<file path="src/hdl/i2c_master_byte_engine_assert.svh">
// ----------------------------------------------------------------------------
// I2C master byte engine assertion macros
// Concurrent assertion wrappers, empty when SYNTHESIS is defined.
// ----------------------------------------------------------------------------
`ifndef I2C_MASTER_BYTE_ENGINE_ASSERT_SVH
`define I2C_MASTER_BYTE_ENGINE_ASSERT_SVH

`ifndef SYNTHESIS
`define I2C_ASSERT(lbl, clk, rst_n, prop, msg) \
    lbl: assert property (@(posedge clk) disable iff (!(rst_n)) prop) else $error(msg);
`define I2C_ASSERT_ALWAYS(lbl, clk, prop, msg) \
    lbl: assert property (@(posedge clk) prop) else $error(msg);
`else
`define I2C_ASSERT(lbl, clk, rst_n, prop, msg)
`define I2C_ASSERT_ALWAYS(lbl, clk, prop, msg)
`endif

`endif

</file>
<file path="src/hdl/i2cm_pkg.sv">
// ----------------------------------------------------------------------------
// I2C master byte engine package
// Sequencer phase codes, command codes, register indexes and line helpers.
// ----------------------------------------------------------------------------
`timescale 1ns / 1ps
`default_nettype none

package i2cm_pkg;

    localparam int unsigned CFG_IDX_W = 2;
    localparam int unsigned CNT_W     = 16;

    localparam logic [CFG_IDX_W-1:0] CFG_HALF_PERIOD   = 2'd0;
    localparam logic [CFG_IDX_W-1:0] CFG_STRETCH_LIMIT = 2'd1;

    localparam logic [CNT_W-1:0] HALF_PERIOD_RST   = 16'd100;
    localparam logic [CNT_W-1:0] STRETCH_LIMIT_RST = 16'd2000;

    typedef enum logic [2:0] {
        FN_START      = 3'd0,
        FN_STOP       = 3'd1,
        FN_WRITE      = 3'd2,
        FN_READ_ACK   = 3'd3,
        FN_READ_NACK  = 3'd4
    } t_func;

    typedef enum logic [4:0] {
        PH_IDLE     = 5'd0,
        PH_ST_SETUP = 5'd1,
        PH_ST_SDA   = 5'd2,
        PH_ST_SCL   = 5'd3,
        PH_SP_SDA   = 5'd4,
        PH_SP_WAIT  = 5'd5,
        PH_SP_HOLD  = 5'd6,
        PH_SP_REL   = 5'd7,
        PH_WR_LOW   = 5'd8,
        PH_WR_BIT   = 5'd9,
        PH_WR_WAIT  = 5'd10,
        PH_WR_HIGH  = 5'd11,
        PH_WR_FALL  = 5'd12,
        PH_WA_REL   = 5'd13,
        PH_WA_WAIT  = 5'd14,
        PH_WA_HIGH  = 5'd15,
        PH_WA_FALL  = 5'd16,
        PH_RD_LOW   = 5'd17,
        PH_RD_WAIT  = 5'd18,
        PH_RD_HIGH  = 5'd19,
        PH_RD_FALL  = 5'd20,
        PH_RA_DRV   = 5'd21,
        PH_RA_WAIT  = 5'd22,
        PH_RA_HIGH  = 5'd23,
        PH_RA_FALL  = 5'd24
    } t_phase;

    // bit 0: SCL released, bit 1: SDA released
    typedef logic [1:0] t_lines;

    typedef struct packed {
        logic        stretch_timeout;
        logic        nack;
        logic [7:0]  rx_byte;
        logic        done_res;
        logic        busy_res;
        logic        sda_release;
        logic        scl_release;
    } t_result;

    function automatic logic f_is_wait(t_phase p);
        return (p == PH_SP_WAIT) || (p == PH_WR_WAIT) || (p == PH_WA_WAIT) ||
               (p == PH_RD_WAIT) || (p == PH_RA_WAIT);
    endfunction

    // Line levels set on entry to a phase.
    function automatic t_lines f_enter_lines(t_phase p, t_lines cur, logic msb, logic mack);
        t_lines l;
        l = cur;
        unique case (p)
            PH_ST_SETUP: l = 2'b11;
            PH_ST_SDA, PH_SP_SDA: l[1] = 1'b0;
            PH_ST_SCL, PH_WR_LOW, PH_WR_FALL, PH_WA_FALL, PH_RD_FALL: l[0] = 1'b0;
            PH_SP_WAIT, PH_WR_WAIT, PH_WA_WAIT, PH_RD_WAIT, PH_RA_WAIT: l[0] = 1'b1;
            PH_SP_REL, PH_WA_REL: l[1] = 1'b1;
            PH_WR_BIT: l[1] = msb;
            PH_RD_LOW, PH_RA_FALL: l = 2'b10;
            PH_RA_DRV: l = {~mack, 1'b0};
            default: l = cur;
        endcase
        return l;
    endfunction

endpackage

`default_nettype wire

</file>
<file path="src/hdl/i2c_master_byte_engine.sv">
// ----------------------------------------------------------------------------
// I2C master byte engine
// Start, stop, byte write with ACK sample and byte read with ACK/NACK,
// stepped one bus sample per request, with SCL stretch wait and timeout.
// ----------------------------------------------------------------------------
// An accepted request is held in the input register, then the step writes its result to the output register.
// Throughput: one request per cycle while the result stream is not stalled; the sequencer
// step is a single pass between the input register and the result register.
// Reset (synchronous, active low): idle, both lines released, flags and
// received byte cleared, half_period 100, stretch_limit 2000.
`timescale 1ns / 1ps
`default_nettype none

module i2c_master_byte_engine (
    input  wire logic        i_clk,
    input  wire logic        i_rst_n,
    // config write
    input  wire logic        i_cfg_valid,
    output logic             o_cfg_ready,
    input  wire logic [1:0]  i_cfg_index,
    input  wire logic [15:0] i_cfg_data,
    // request stream
    input  wire logic        s_axis_tvalid,
    output logic             s_axis_tready,
    input  wire logic [15:0] s_axis_tdata,  // [7:0] tx_byte, [8] scl_in, [9] sda_in, rest 0
    input  wire logic [3:0]  s_axis_tuser,  // [0] cmd_valid, [3:1] func
    // result stream
    output logic             m_axis_tvalid,
    input  wire logic        m_axis_tready,
    output logic [15:0]      m_axis_tdata   // [0] scl_release, [1] sda_release,
                                            // [2] busy_res, [3] done_res,
                                            // [11:4] rx_byte, [12] nack,
                                            // [13] stretch_timeout, rest 0
);

    `include "i2c_master_byte_engine_assert.svh"

    // config
    logic [15:0] r_half_period;
    logic [15:0] r_stretch_limit;

    // input stage
    logic        r_in_vld;
    logic        r_cmd_valid;
    logic [2:0]  r_func;
    logic [7:0]  r_tx_byte;
    logic        r_scl_in;
    logic        r_sda_in;

    // sequencer state
    i2cm_pkg::t_phase r_phase,  n_phase;
    logic [2:0]       r_bit,    n_bit;
    logic [15:0]      r_delay,  n_delay;
    logic [15:0]      r_stretch, n_stretch;
    logic [7:0]       r_shift,  n_shift;
    logic             r_ack,    n_ack;
    logic             r_tmo,    n_tmo;
    i2cm_pkg::t_lines r_line,   n_line;
    logic [7:0]       r_rx,     n_rx;
    logic             r_mack,   n_mack;
    logic             w_done;

    // output stage
    logic              r_out_vld;
    i2cm_pkg::t_result r_res;
    i2cm_pkg::t_result w_res;

    logic w_adv;
    logic w_step;

    assign o_cfg_ready   = 1'b1;
    assign w_adv         = !r_out_vld || m_axis_tready;
    assign w_step        = r_in_vld && w_adv;
    assign s_axis_tready = !r_in_vld || w_adv;
    assign m_axis_tvalid = r_out_vld;
    assign m_axis_tdata  = {2'b00, r_res};

    always_ff @(posedge i_clk) begin
        if (!i_rst_n) begin
            r_half_period   <= i2cm_pkg::HALF_PERIOD_RST;
            r_stretch_limit <= i2cm_pkg::STRETCH_LIMIT_RST;
        end else if (i_cfg_valid) begin
            if (i_cfg_index == i2cm_pkg::CFG_HALF_PERIOD) begin
                r_half_period <= i_cfg_data;
            end
            if (i_cfg_index == i2cm_pkg::CFG_STRETCH_LIMIT) begin
                r_stretch_limit <= i_cfg_data;
            end
        end
    end

    always_ff @(posedge i_clk) begin
        if (!i_rst_n) begin
            r_in_vld <= 1'b0;
        end else if (s_axis_tready) begin
            r_in_vld <= s_axis_tvalid;
        end
    end

    always_ff @(posedge i_clk) begin
        if (s_axis_tvalid && s_axis_tready) begin
            r_cmd_valid <= s_axis_tuser[0];
            r_func      <= s_axis_tuser[3:1];
            r_tx_byte   <= s_axis_tdata[7:0];
            r_scl_in    <= s_axis_tdata[8];
            r_sda_in    <= s_axis_tdata[9];
        end
    end

    // next state
    always_comb begin
        logic             adv;
        logic             ent;
        i2cm_pkg::t_phase ent_ph;
        logic [15:0]      hp;
        logic [15:0]      dly_inc;

        n_phase   = r_phase;
        n_bit     = r_bit;
        n_delay   = r_delay;
        n_stretch = r_stretch;
        n_shift   = r_shift;
        n_ack     = r_ack;
        n_tmo     = r_tmo;
        n_line    = r_line;
        n_rx      = r_rx;
        n_mack    = r_mack;
        w_done    = 1'b0;
        adv       = 1'b0;
        ent       = 1'b0;
        ent_ph    = i2cm_pkg::PH_IDLE;
        hp        = (r_half_period == 16'd0) ? 16'd1 : r_half_period;
        dly_inc   = r_delay + 16'd1;

        if (r_phase == i2cm_pkg::PH_IDLE || r_phase > i2cm_pkg::PH_RA_FALL) begin
            n_phase = i2cm_pkg::PH_IDLE;
            if (r_cmd_valid && r_func <= i2cm_pkg::FN_READ_NACK) begin
                n_tmo = 1'b0;
                n_bit = 3'd7;
                ent   = 1'b1;
                unique case (i2cm_pkg::t_func'(r_func))
                    i2cm_pkg::FN_START: ent_ph = i2cm_pkg::PH_ST_SETUP;
                    i2cm_pkg::FN_STOP:  ent_ph = i2cm_pkg::PH_SP_SDA;
                    i2cm_pkg::FN_WRITE: begin
                        n_ack   = 1'b0;
                        n_shift = r_tx_byte;
                        ent_ph  = i2cm_pkg::PH_WR_LOW;
                    end
                    default: begin
                        n_mack  = (r_func == i2cm_pkg::FN_READ_ACK);
                        n_shift = 8'd0;
                        ent_ph  = i2cm_pkg::PH_RD_LOW;
                    end
                endcase
            end
        end else if (i2cm_pkg::f_is_wait(r_phase)) begin
            if (r_scl_in) begin
                adv = 1'b1;
            end else if (r_stretch >= r_stretch_limit) begin
                n_tmo = 1'b1;
                if (r_phase == i2cm_pkg::PH_WA_WAIT) begin
                    n_ack     = 1'b1;
                    n_line[0] = 1'b0;
                    n_phase   = i2cm_pkg::PH_IDLE;
                    w_done    = 1'b1;
                end else begin
                    adv = 1'b1;
                end
            end else begin
                n_stretch = r_stretch + 16'd1;
            end
        end else begin
            n_delay = dly_inc;
            adv     = (dly_inc >= hp);
        end

        if (adv) begin
            unique case (r_phase)
                i2cm_pkg::PH_ST_SCL, i2cm_pkg::PH_SP_REL,
                i2cm_pkg::PH_WA_FALL, i2cm_pkg::PH_RA_FALL: begin
                    n_phase = i2cm_pkg::PH_IDLE;
                    w_done  = 1'b1;
                end
                i2cm_pkg::PH_WR_FALL: begin
                    ent = 1'b1;
                    if (r_bit == 3'd0) begin
                        ent_ph = i2cm_pkg::PH_WA_REL;
                    end else begin
                        n_bit   = r_bit - 3'd1;
                        n_shift = {r_shift[6:0], 1'b0};
                        ent_ph  = i2cm_pkg::PH_WR_LOW;
                    end
                end
                i2cm_pkg::PH_WA_HIGH: begin
                    n_ack  = r_sda_in;
                    ent    = 1'b1;
                    ent_ph = i2cm_pkg::PH_WA_FALL;
                end
                i2cm_pkg::PH_RD_HIGH: begin
                    n_shift = {r_shift[6:0], r_sda_in};
                    ent     = 1'b1;
                    ent_ph  = i2cm_pkg::PH_RD_FALL;
                end
                i2cm_pkg::PH_RD_FALL: begin
                    ent = 1'b1;
                    if (r_bit == 3'd0) begin
                        n_rx   = r_shift;
                        ent_ph = i2cm_pkg::PH_RA_DRV;
                    end else begin
                        n_bit  = r_bit - 3'd1;
                        ent_ph = i2cm_pkg::PH_RD_LOW;
                    end
                end
                default: begin
                    ent    = 1'b1;
                    ent_ph = i2cm_pkg::t_phase'(r_phase + 5'd1);
                end
            endcase
        end

        if (ent) begin
            n_phase   = ent_ph;
            n_delay   = 16'd0;
            n_stretch = 16'd0;
            n_line    = i2cm_pkg::f_enter_lines(ent_ph, n_line, n_shift[7], n_mack);
        end
    end

    // result
    always_comb begin
        w_res.scl_release     = n_line[0];
        w_res.sda_release     = n_line[1];
        w_res.busy_res        = (n_phase != i2cm_pkg::PH_IDLE);
        w_res.done_res        = w_done;
        w_res.rx_byte         = n_rx;
        w_res.nack            = n_ack;
        w_res.stretch_timeout = n_tmo;
    end

    always_ff @(posedge i_clk) begin
        if (!i_rst_n) begin
            r_phase   <= i2cm_pkg::PH_IDLE;
            r_bit     <= 3'd0;
            r_delay   <= 16'd0;
            r_stretch <= 16'd0;
            r_shift   <= 8'd0;
            r_ack     <= 1'b0;
            r_tmo     <= 1'b0;
            r_line    <= 2'b11;
            r_rx      <= 8'd0;
            r_mack    <= 1'b0;
        end else if (w_step) begin
            r_phase   <= n_phase;
            r_bit     <= n_bit;
            r_delay   <= n_delay;
            r_stretch <= n_stretch;
            r_shift   <= n_shift;
            r_ack     <= n_ack;
            r_tmo     <= n_tmo;
            r_line    <= n_line;
            r_rx      <= n_rx;
            r_mack    <= n_mack;
        end
    end

    always_ff @(posedge i_clk) begin
        if (!i_rst_n) begin
            r_out_vld <= 1'b0;
        end else if (w_adv) begin
            r_out_vld <= r_in_vld;
        end
    end

    always_ff @(posedge i_clk) begin
        if (w_step) begin
            r_res <= w_res;
        end
    end

    `I2C_ASSERT(a_done_not_busy, i_clk, i_rst_n, (r_out_vld && r_res.done_res) |-> !r_res.busy_res, "done with busy set")
    `I2C_ASSERT(a_stretch_in_wait, i_clk, i_rst_n, (r_stretch != 16'd0) |-> (i2cm_pkg::f_is_wait(r_phase) || r_phase == i2cm_pkg::PH_IDLE), "stretch count outside wait")
    `I2C_ASSERT(a_delay_in_delay, i_clk, i_rst_n, (r_delay != 16'd0) |-> !i2cm_pkg::f_is_wait(r_phase), "delay count in a wait phase")
    `I2C_ASSERT(a_hold_no_step, i_clk, i_rst_n, !w_step |=> $stable(r_phase) && $stable(r_line), "state moved without a step")

endmodule

`default_nettype wire
</file>
<file path="config.mk">
export PLATFORM = sky130hd
export DESIGN_NAME = i2c_master_byte_engine
export DESIGN_NICKNAME = d
export VERILOG_FILES = /design/src/hdl/i2cm_pkg.sv /design/src/hdl/i2c_master_byte_engine.sv
export VERILOG_INCLUDE_DIRS = /design/src /design/src/hdl
export SDC_FILE = /design/constraint.sdc
export NUM_CORES = 1
export LEC_CHECK = 0
export BUFFER_PORTS_ARGS = -buffer_cell sky130_fd_sc_hd__clkbuf_2
export CORE_ASPECT_RATIO = 1.1
export CORE_UTILIZATION = 35
export DETAILED_ROUTE_END_ITERATION = 16
export SYNTH_ARGS = -nofsm -noshare
export SYNTH_HDL_FRONTEND = slang
export SYNTH_SLANG_ARGS = --single-unit
</file>
<file path="constraint.sdc">
create_clock -name i_clk -period 5.35 [get_ports i_clk]
set_clock_uncertainty 0.05 [all_clocks]
set_input_delay 0.535 -clock i_clk [delete_from_list [all_inputs] [get_ports i_clk]]
set_output_delay 0.535 -clock i_clk [all_outputs]
set_load 0.02 [all_outputs]
</file>
Word level (Yosys, flattened, before mapping)
Cells that the tools add are included.

Register bits: 123. Output and inout port bits: 19.

Add/sub/neg operators: 4. Magnitude comparators: 4. Equality and inequality tests: 40. Mux-type cells: 79. Bitwise gates (word level): 1. Reductions and logical operators: 31.

Operators with widths (number): $mux W16 (9); $eq A5 B5 Y1 const B (13); $mux W8 (7); $mux W5 (11); $eq A5 B4 Y1 const B (10); $mux W1 (38); $add A16 B1 Y16 const B (2); $ge A16 B16 Y1 (2); $pmux W8 S2 (2); $eq A5 B3 Y1 const B (5); $pmux W5 S5 (1); $mux W3 (7); $logic_not A16 Y1 (1); $eq A5 B2 Y1 const B (3); $pmux W5 S3 (1); $ne A2 B1 Y1 const B (4); $reduce_or A8 Y1 (1); $logic_or A1 B1 Y1 (7); $eq A3 B2 Y1 const B (2); $logic_not A3 Y1 (2); $reduce_or A2 Y1 (3); $reduce_or A6 Y1 (1); $add A5 B1 Y5 const B (1); $eq A5 B1 Y1 const B (1); other kinds (21) (25).

Depth between registers and ports, before layout
Depth in word-level cells: 12. Gate-level depth with buffers: 17. Gate-level depth less buffers: 15.

Least setup slack after synthesis
OpenSTA, ideal clock, no wires.

Path kind: register to register. Start point: reg r_delay[0]. End point: reg r_res (netlist bit m_axis_tdata[0]) (data pin). Arrival time: 3.558 ns. Required time: 5.041 ns. Setup slack: 1.483 ns. Cell stages (with the launch flop): 17. Path buffers: 1. Clock period less this slack: 3.867 ns. Cell sequence: dfxtp_1 ha_1 nand3_1 nor2_1 and2_1 xor2_1 ha_1 a21oi_1 a21boi_0 o311a_1 a211o_1 clkbuf_1 a41oi_1 o21ai_0 a211oi_1 a21oi_1 or2_1.

Word-level cells in the longest chain between the ends: 9. Elaborated cells on any way between the ends: 24. Classes of those cells: 1 x add/sub; 1 x order compare; 14 x eq/ne; 6 x mux; 2 x reduce/logical.

Ends and longest elaborated chain: from (decl) (line i2c_master_byte_engine.sv:53) `logic [15:0] r_delay, n_delay;`; from (signal assigned) (line i2c_master_byte_engine.sv:255) `r_delay <= n_delay;`; $add A16 B1 Y16 (*) (line i2c_master_byte_engine.sv:133) `dly_inc = r_delay + 16'd1;`; $ge A16 B16 Y1 (*) (line i2c_master_byte_engine.sv:174) `adv = (dly_inc >= hp);`; $mux W1 (*) (line i2c_master_byte_engine.sv:156) `end else if (i2cm_pkg::f_is_wait(r_phase)) begin`; $mux W1 (*) (line i2c_master_byte_engine.sv:135) `if (r_phase == i2cm_pkg::PH_IDLE || r_phase > i2cm_pkg::PH_RA_FALL) begin`; $mux W5 (line i2c_master_byte_engine.sv:177) `if (adv) begin`; $eq A5 B5 Y1, or another cell as far along (line i2cm_pkg.sv:77) `unique case (p)`; $reduce_or A8 Y1 (no source line) / $reduce_or A6 Y1 (equally long branches); $pmux W1 S2 (line i2cm_pkg.sv:77); $mux W2 (*) (line i2c_master_byte_engine.sv:221) `if (ent) begin`; net n_line[0] (line i2c_master_byte_engine.sv:58) `i2cm_pkg::t_lines r_line, n_line;`; to (signal assigned) (line i2c_master_byte_engine.sv:276) `r_res <= w_res;`; to (decl) (line i2c_master_byte_engine.sv:65) `i2cm_pkg::t_result r_res;`.

Mark *: on every way through the listed nets, which the timed path passes. The rest lies on a longest branch. A chain may end at the register's enable or synchronous reset.

Worst setup path in the final report
Start point: reg r_delay[0]. End point: reg r_res (netlist bit m_axis_tdata[1]) (data pin).

Word-level cells in the longest chain between the ends: 9. Elaborated cells on any way between the ends: 20. Classes of those cells: 1 x add/sub; 1 x order compare; 9 x eq/ne; 7 x mux; 2 x reduce/logical.

Ends and longest elaborated chain (line): $add A16 B1 Y16 (*) (i2c_master_byte_engine.sv:133); $ge A16 B16 Y1 (*) (i2c_master_byte_engine.sv:174); $mux W1 (*) (i2c_master_byte_engine.sv:156); $mux W1 (*) (i2c_master_byte_engine.sv:135); $mux W5 (i2c_master_byte_engine.sv:177); $eq A5 B5 Y1, or another cell as far along (i2cm_pkg.sv:77); $reduce_or A5 Y1 (no source line) / $reduce_or A2 Y1 (equally long branches); $pmux W1 S4 (i2cm_pkg.sv:77); $mux W2 (*) (i2c_master_byte_engine.sv:221); net n_line[1] (i2c_master_byte_engine.sv:58).

Marked as above.

==> run summary <==
• **share of layout cells above drive strength 1** 13.5%
• **first-pass GRT wire length** 26100 um
• **Max transition margin** 28.6%
• **drt drc** 0
• **Reg-to-Reg End** m_axis_tdata[1]$_DFFE_PP_
• **IO Count** 62
• **critical path launch point type** register
• **maximum fanout count along the critical path** 14
• **proportion of synthesized flip-flops having asynchronous set or reset** 0%
• **final core utilization** 41.5%
• **fraction of the cycle the final worst path needs** 83.0%
• **die extent in y** 147 um
• **share of the synthesized area in the top cell type** 28.6%
• **detailed-routing iteration count for the pre-antenna-repair pass** 4
• **final global-route overflow total** 0
• **most instantiated library cell after synthesis** sky130_fd_sc_hd__nand2_1
• **number of H-tree levels** 4
• **required time at the worst-slack endpoint** 5.47 ns
• **endpoint arrival time on the critical path** 4.56 ns
• **number of synthesis warnings** 0
• **worst r2r src** r_delay[0]$_SDFFE_PN0P_
• **Total Die Area** 0.0196 mm^2
• **Syn Inst Count** 769
• **kind of critical path** register to register
• **Final Worst Setup Slack** 0.912 ns
• **nets** 894
• **number of DRC violations after detailed-routing iteration 0** 412
• **top cells by area in the synthesized netlist** sky130_fd_sc_hd__dfxtp_1 29%, sky130_fd_sc_hd__edfxtp_1 13%, sky130_fd_sc_hd__ha_1 7.7%, sky130_fd_sc_hd__nand2_1 6.8%, sky130_fd_sc_hd__a21oi_1 5.5%
• **hold wc startpoint** s_axis_tdata[6]
• **# setup viols final** 0
• **sequential-to-total area share from yosys stat** 41.2%
• **HPWL reported at the end of detailed placement** 11300 um
• **met1 usage** 21.2%
• **Register-to-Register Path Depth** 15
• **count of input and output buffers** 52
• **final critical delay including setup and external delays** 4.44 ns
• **endpoint kind of the worst setup timing path** register
• **GRT met2 Usage** 28.7%
• **Total Routing Usage GR** 17.0%
• **post-cts gate resize count** 0
• **via count of the first global-routing pass** 5172
• **static power due to leakage** 0.00301 uW
• **remaining antenna violation count** 0
• **antenna violations before repair** 0
• **placer congestion estimate** 0.885
• **worst hold endpoint** r_tx_byte[6]$_DFFE_PP_
• **number of buffers created by CTS** 17
• **cell area after synthesis** 0.00666 mm^2
• **wirelength, routed** 15800 um
• **met3 Usage GRT** 3.44%
• **Peak VDD IR** 0.215 mV
• **count of pins over their slew limit** 0
• **floorplan die width** 133 um
• **Max clock buf depth** 2
• **number of synthesized register bits** 123
• **FMAX** 225 MHz
• **core outline area** 0.0185 mm^2
• **outcome** completed
• **number of stages on the worst hold path** 1
• **final-report hold violation count** 0
• **cts hold-fix bufs** 0
• **library cells used by synthesis** 72
• **clk_lat worst skew** 0.43 ns
• **vias** 5585
• **power density over the cells** 302 mW/mm^2
• **GR peak layer** met2
• **unrepaired setup endpoints after global routing** false
• **most common library cells after synthesis** 121 x sky130_fd_sc_hd__nand2_1, 95 x sky130_fd_sc_hd__dfxtp_1, 73 x sky130_fd_sc_hd__a21oi_1, 57 x sky130_fd_sc_hd__nor2_1, 43 x sky130_fd_sc_hd__inv_1
• **layout overhead on the synthesized area** 15.7%
• **Hold Crit Class** primary input to register
• **number of max-capacitance violations reported** 0
• **cell accounting for the most synthesized area** sky130_fd_sc_hd__dfxtp_1
• **library cell used as clock root buffer** sky130_fd_sc_hd__clkbuf_16
• **worst slack at placement** 0.928 ns
• **summed negative setup slack over all endpoints** 0 ns
• **TritonCTS clock tree** yes
• **Setup Fix Bufs, Post-CTS** 0
• **number of synthesized flops with an enable pin** 28
• **antenna diode count** 0
• **sink count of the clock tree** 123
• **effective utilization at floorplan** 35.9%
• **clock slew at the register clock pins of the worst setup and hold paths** 0.06 ns
• **actual transition at the worst max-transition pin** 1.07 ns
• **reg-to-reg slack, setup** 0.91 ns
• **most frequently used flop master after synthesis** sky130_fd_sc_hd__dfxtp_1
• **average wire length per cell after detail routing** 14.8 um
• **Syn Area/Cell** 8.66 um^2
• **site row count** 52
• **maximum number of pins on one net before global-route repair** 41
• **Via density** 5.24
sequential cells by signal, summed over array words and instances, names as in the netlist:
name             count
r_stretch_limit     16
r_rx                 8
r_shift              8
r_bit                3
r_stretch           16
r_ack                1
r_half_period       16
r_func               3
r_tx_byte            8
r_phase              5
r_line               2
r_cmd_valid          1
r_scl_in             1
r_tmo                1
r_mack               1
r_in_vld             1
r_delay             16
m_axis_tvalid        1
m_axis_tdata        14
r_sda_in             1
cell type report:
class	count	area (um^2)
fillers	1876	10800
inverters	43	161
well taps	243	304
multi-input cells	568	3610
clock buffers	18	429
clock inverters	14	158
flip-flops and latches	123	2740
repair buffers	57	298
kinds of logic after synthesis:
| kind of cell | count (synthesis) | synth area share, % |
|---|---|---|
| xor gates and xnor gates | 29 | 3.82 |
| adders and majority gates | 41 | 7.71 |
| DFF | 123 | 41.2 |
| muxes | 12 | 2.03 |
| and+or+nand+nor | 290 | 20.9 |
| buffers and inverters | 79 | 4.77 |
| other | 2 | 0.113 |
| AOI/OAI and AO/OA | 193 | 19.4 |
worst max-delay path by stage:
stage	from	end	slack [ns]	cells after the start
5_1_grt	r_delay[0]$_SDFFE_PN0P_	m_axis_tdata[1]$_DFFE_PP_	0.51	15
3_3_place_gp	r_delay[0]$_SDFFE_PN0P_	m_axis_tdata[1]$_DFFE_PP_	0.97	15
6_report	r_delay[0]$_SDFFE_PN0P_	m_axis_tdata[1]$_DFFE_PP_	0.91	15
2_1_floorplan	r_delay[0]$_SDFFE_PN0P_	m_axis_tdata[0]$_DFFE_PP_	1.48	16
3_5_place_dp	r_delay[0]$_SDFFE_PN0P_	m_axis_tdata[1]$_DFFE_PP_	0.93	15
4_1_cts	r_delay[0]$_SDFFE_PN0P_	m_axis_tdata[1]$_DFFE_PP_	0.91	15
power by group:
| part | total [uW] | switching [uW] | internal, uW |
|---|---|---|---|
| Sequential | 992 | 17.9 | 974 |
| Clock | 1160 | 464 | 695 |
| Combinational | 176 | 117 | 59.1 |
| Total | 2330 | 599 | 1730 |
layer usage:
metal,wire length (um),part of all wire [%],up-vias
li1,-,-,2839
met3,512,3.2,14
met4,221,1.4,0
met5,0,0,-
met2,7740,49,100
met1,7330,46,2632
metrics by stage:
stage | total power (uW) | cell area, um^2 | hold WS [ns] | instances
after floorplan | 1130 | 6660 | 0.383 | 770
after CTS | 2350 | 7700 | 0.214 | 1066
after global routing | 2410 | 7700 | 0.211 | 1066
after global placement | 1190 | 7120 | 0.388 | 1034
final | 2330 | 7700 | 0.229 | 1066
after detailed placement | 1190 | 7120 | 0.396 | 1034
layout by cell type, fill, tap and decap left out, types with 7 or more instances in the layout:
cell and instances:
sky130_fd_sc_hd__a211oi_1 9, sky130_fd_sc_hd__a21oi_1 73, sky130_fd_sc_hd__a22oi_1 21, sky130_fd_sc_hd__and2_1 9, sky130_fd_sc_hd__clkbuf_16 17, sky130_fd_sc_hd__clkbuf_2 52, sky130_fd_sc_hd__dfxtp_1 95, sky130_fd_sc_hd__edfxtp_1 28
sky130_fd_sc_hd__ha_1 41, sky130_fd_sc_hd__inv_1 42, sky130_fd_sc_hd__inv_6 7, sky130_fd_sc_hd__mux2_2 8, sky130_fd_sc_hd__nand2_1 121, sky130_fd_sc_hd__nand2b_1 11, sky130_fd_sc_hd__nand3_1 23, sky130_fd_sc_hd__nand4_1 10
sky130_fd_sc_hd__nor2_1 57, sky130_fd_sc_hd__nor2b_1 7, sky130_fd_sc_hd__o211ai_1 16, sky130_fd_sc_hd__o21ai_0 19, sky130_fd_sc_hd__or3_1 12, sky130_fd_sc_hd__xnor2_1 20, sky130_fd_sc_hd__xor2_1 9
critical path, cell delays in order, from the launching register on:
cell and delay (ns):
sky130_fd_sc_hd__dfxtp_1 0.42, sky130_fd_sc_hd__ha_1 0.22, sky130_fd_sc_hd__nand3_1 0.15, sky130_fd_sc_hd__nor2_1 0.23, sky130_fd_sc_hd__and2_1 0.21, sky130_fd_sc_hd__nand3_1 0.12, sky130_fd_sc_hd__xnor2_1 0.16, sky130_fd_sc_hd__ha_1 0.30
sky130_fd_sc_hd__nand4_1 0.07, sky130_fd_sc_hd__a211oi_1 0.29, sky130_fd_sc_hd__a211oi_1 0.19, sky130_fd_sc_hd__or4_1 0.82, sky130_fd_sc_hd__mux2_4 0.40, sky130_fd_sc_hd__o2111ai_2 0.18, sky130_fd_sc_hd__nand2_1 0.06, sky130_fd_sc_hd__or3_1 0.29
No activity file was read; power rests on OpenSTA's default activity.
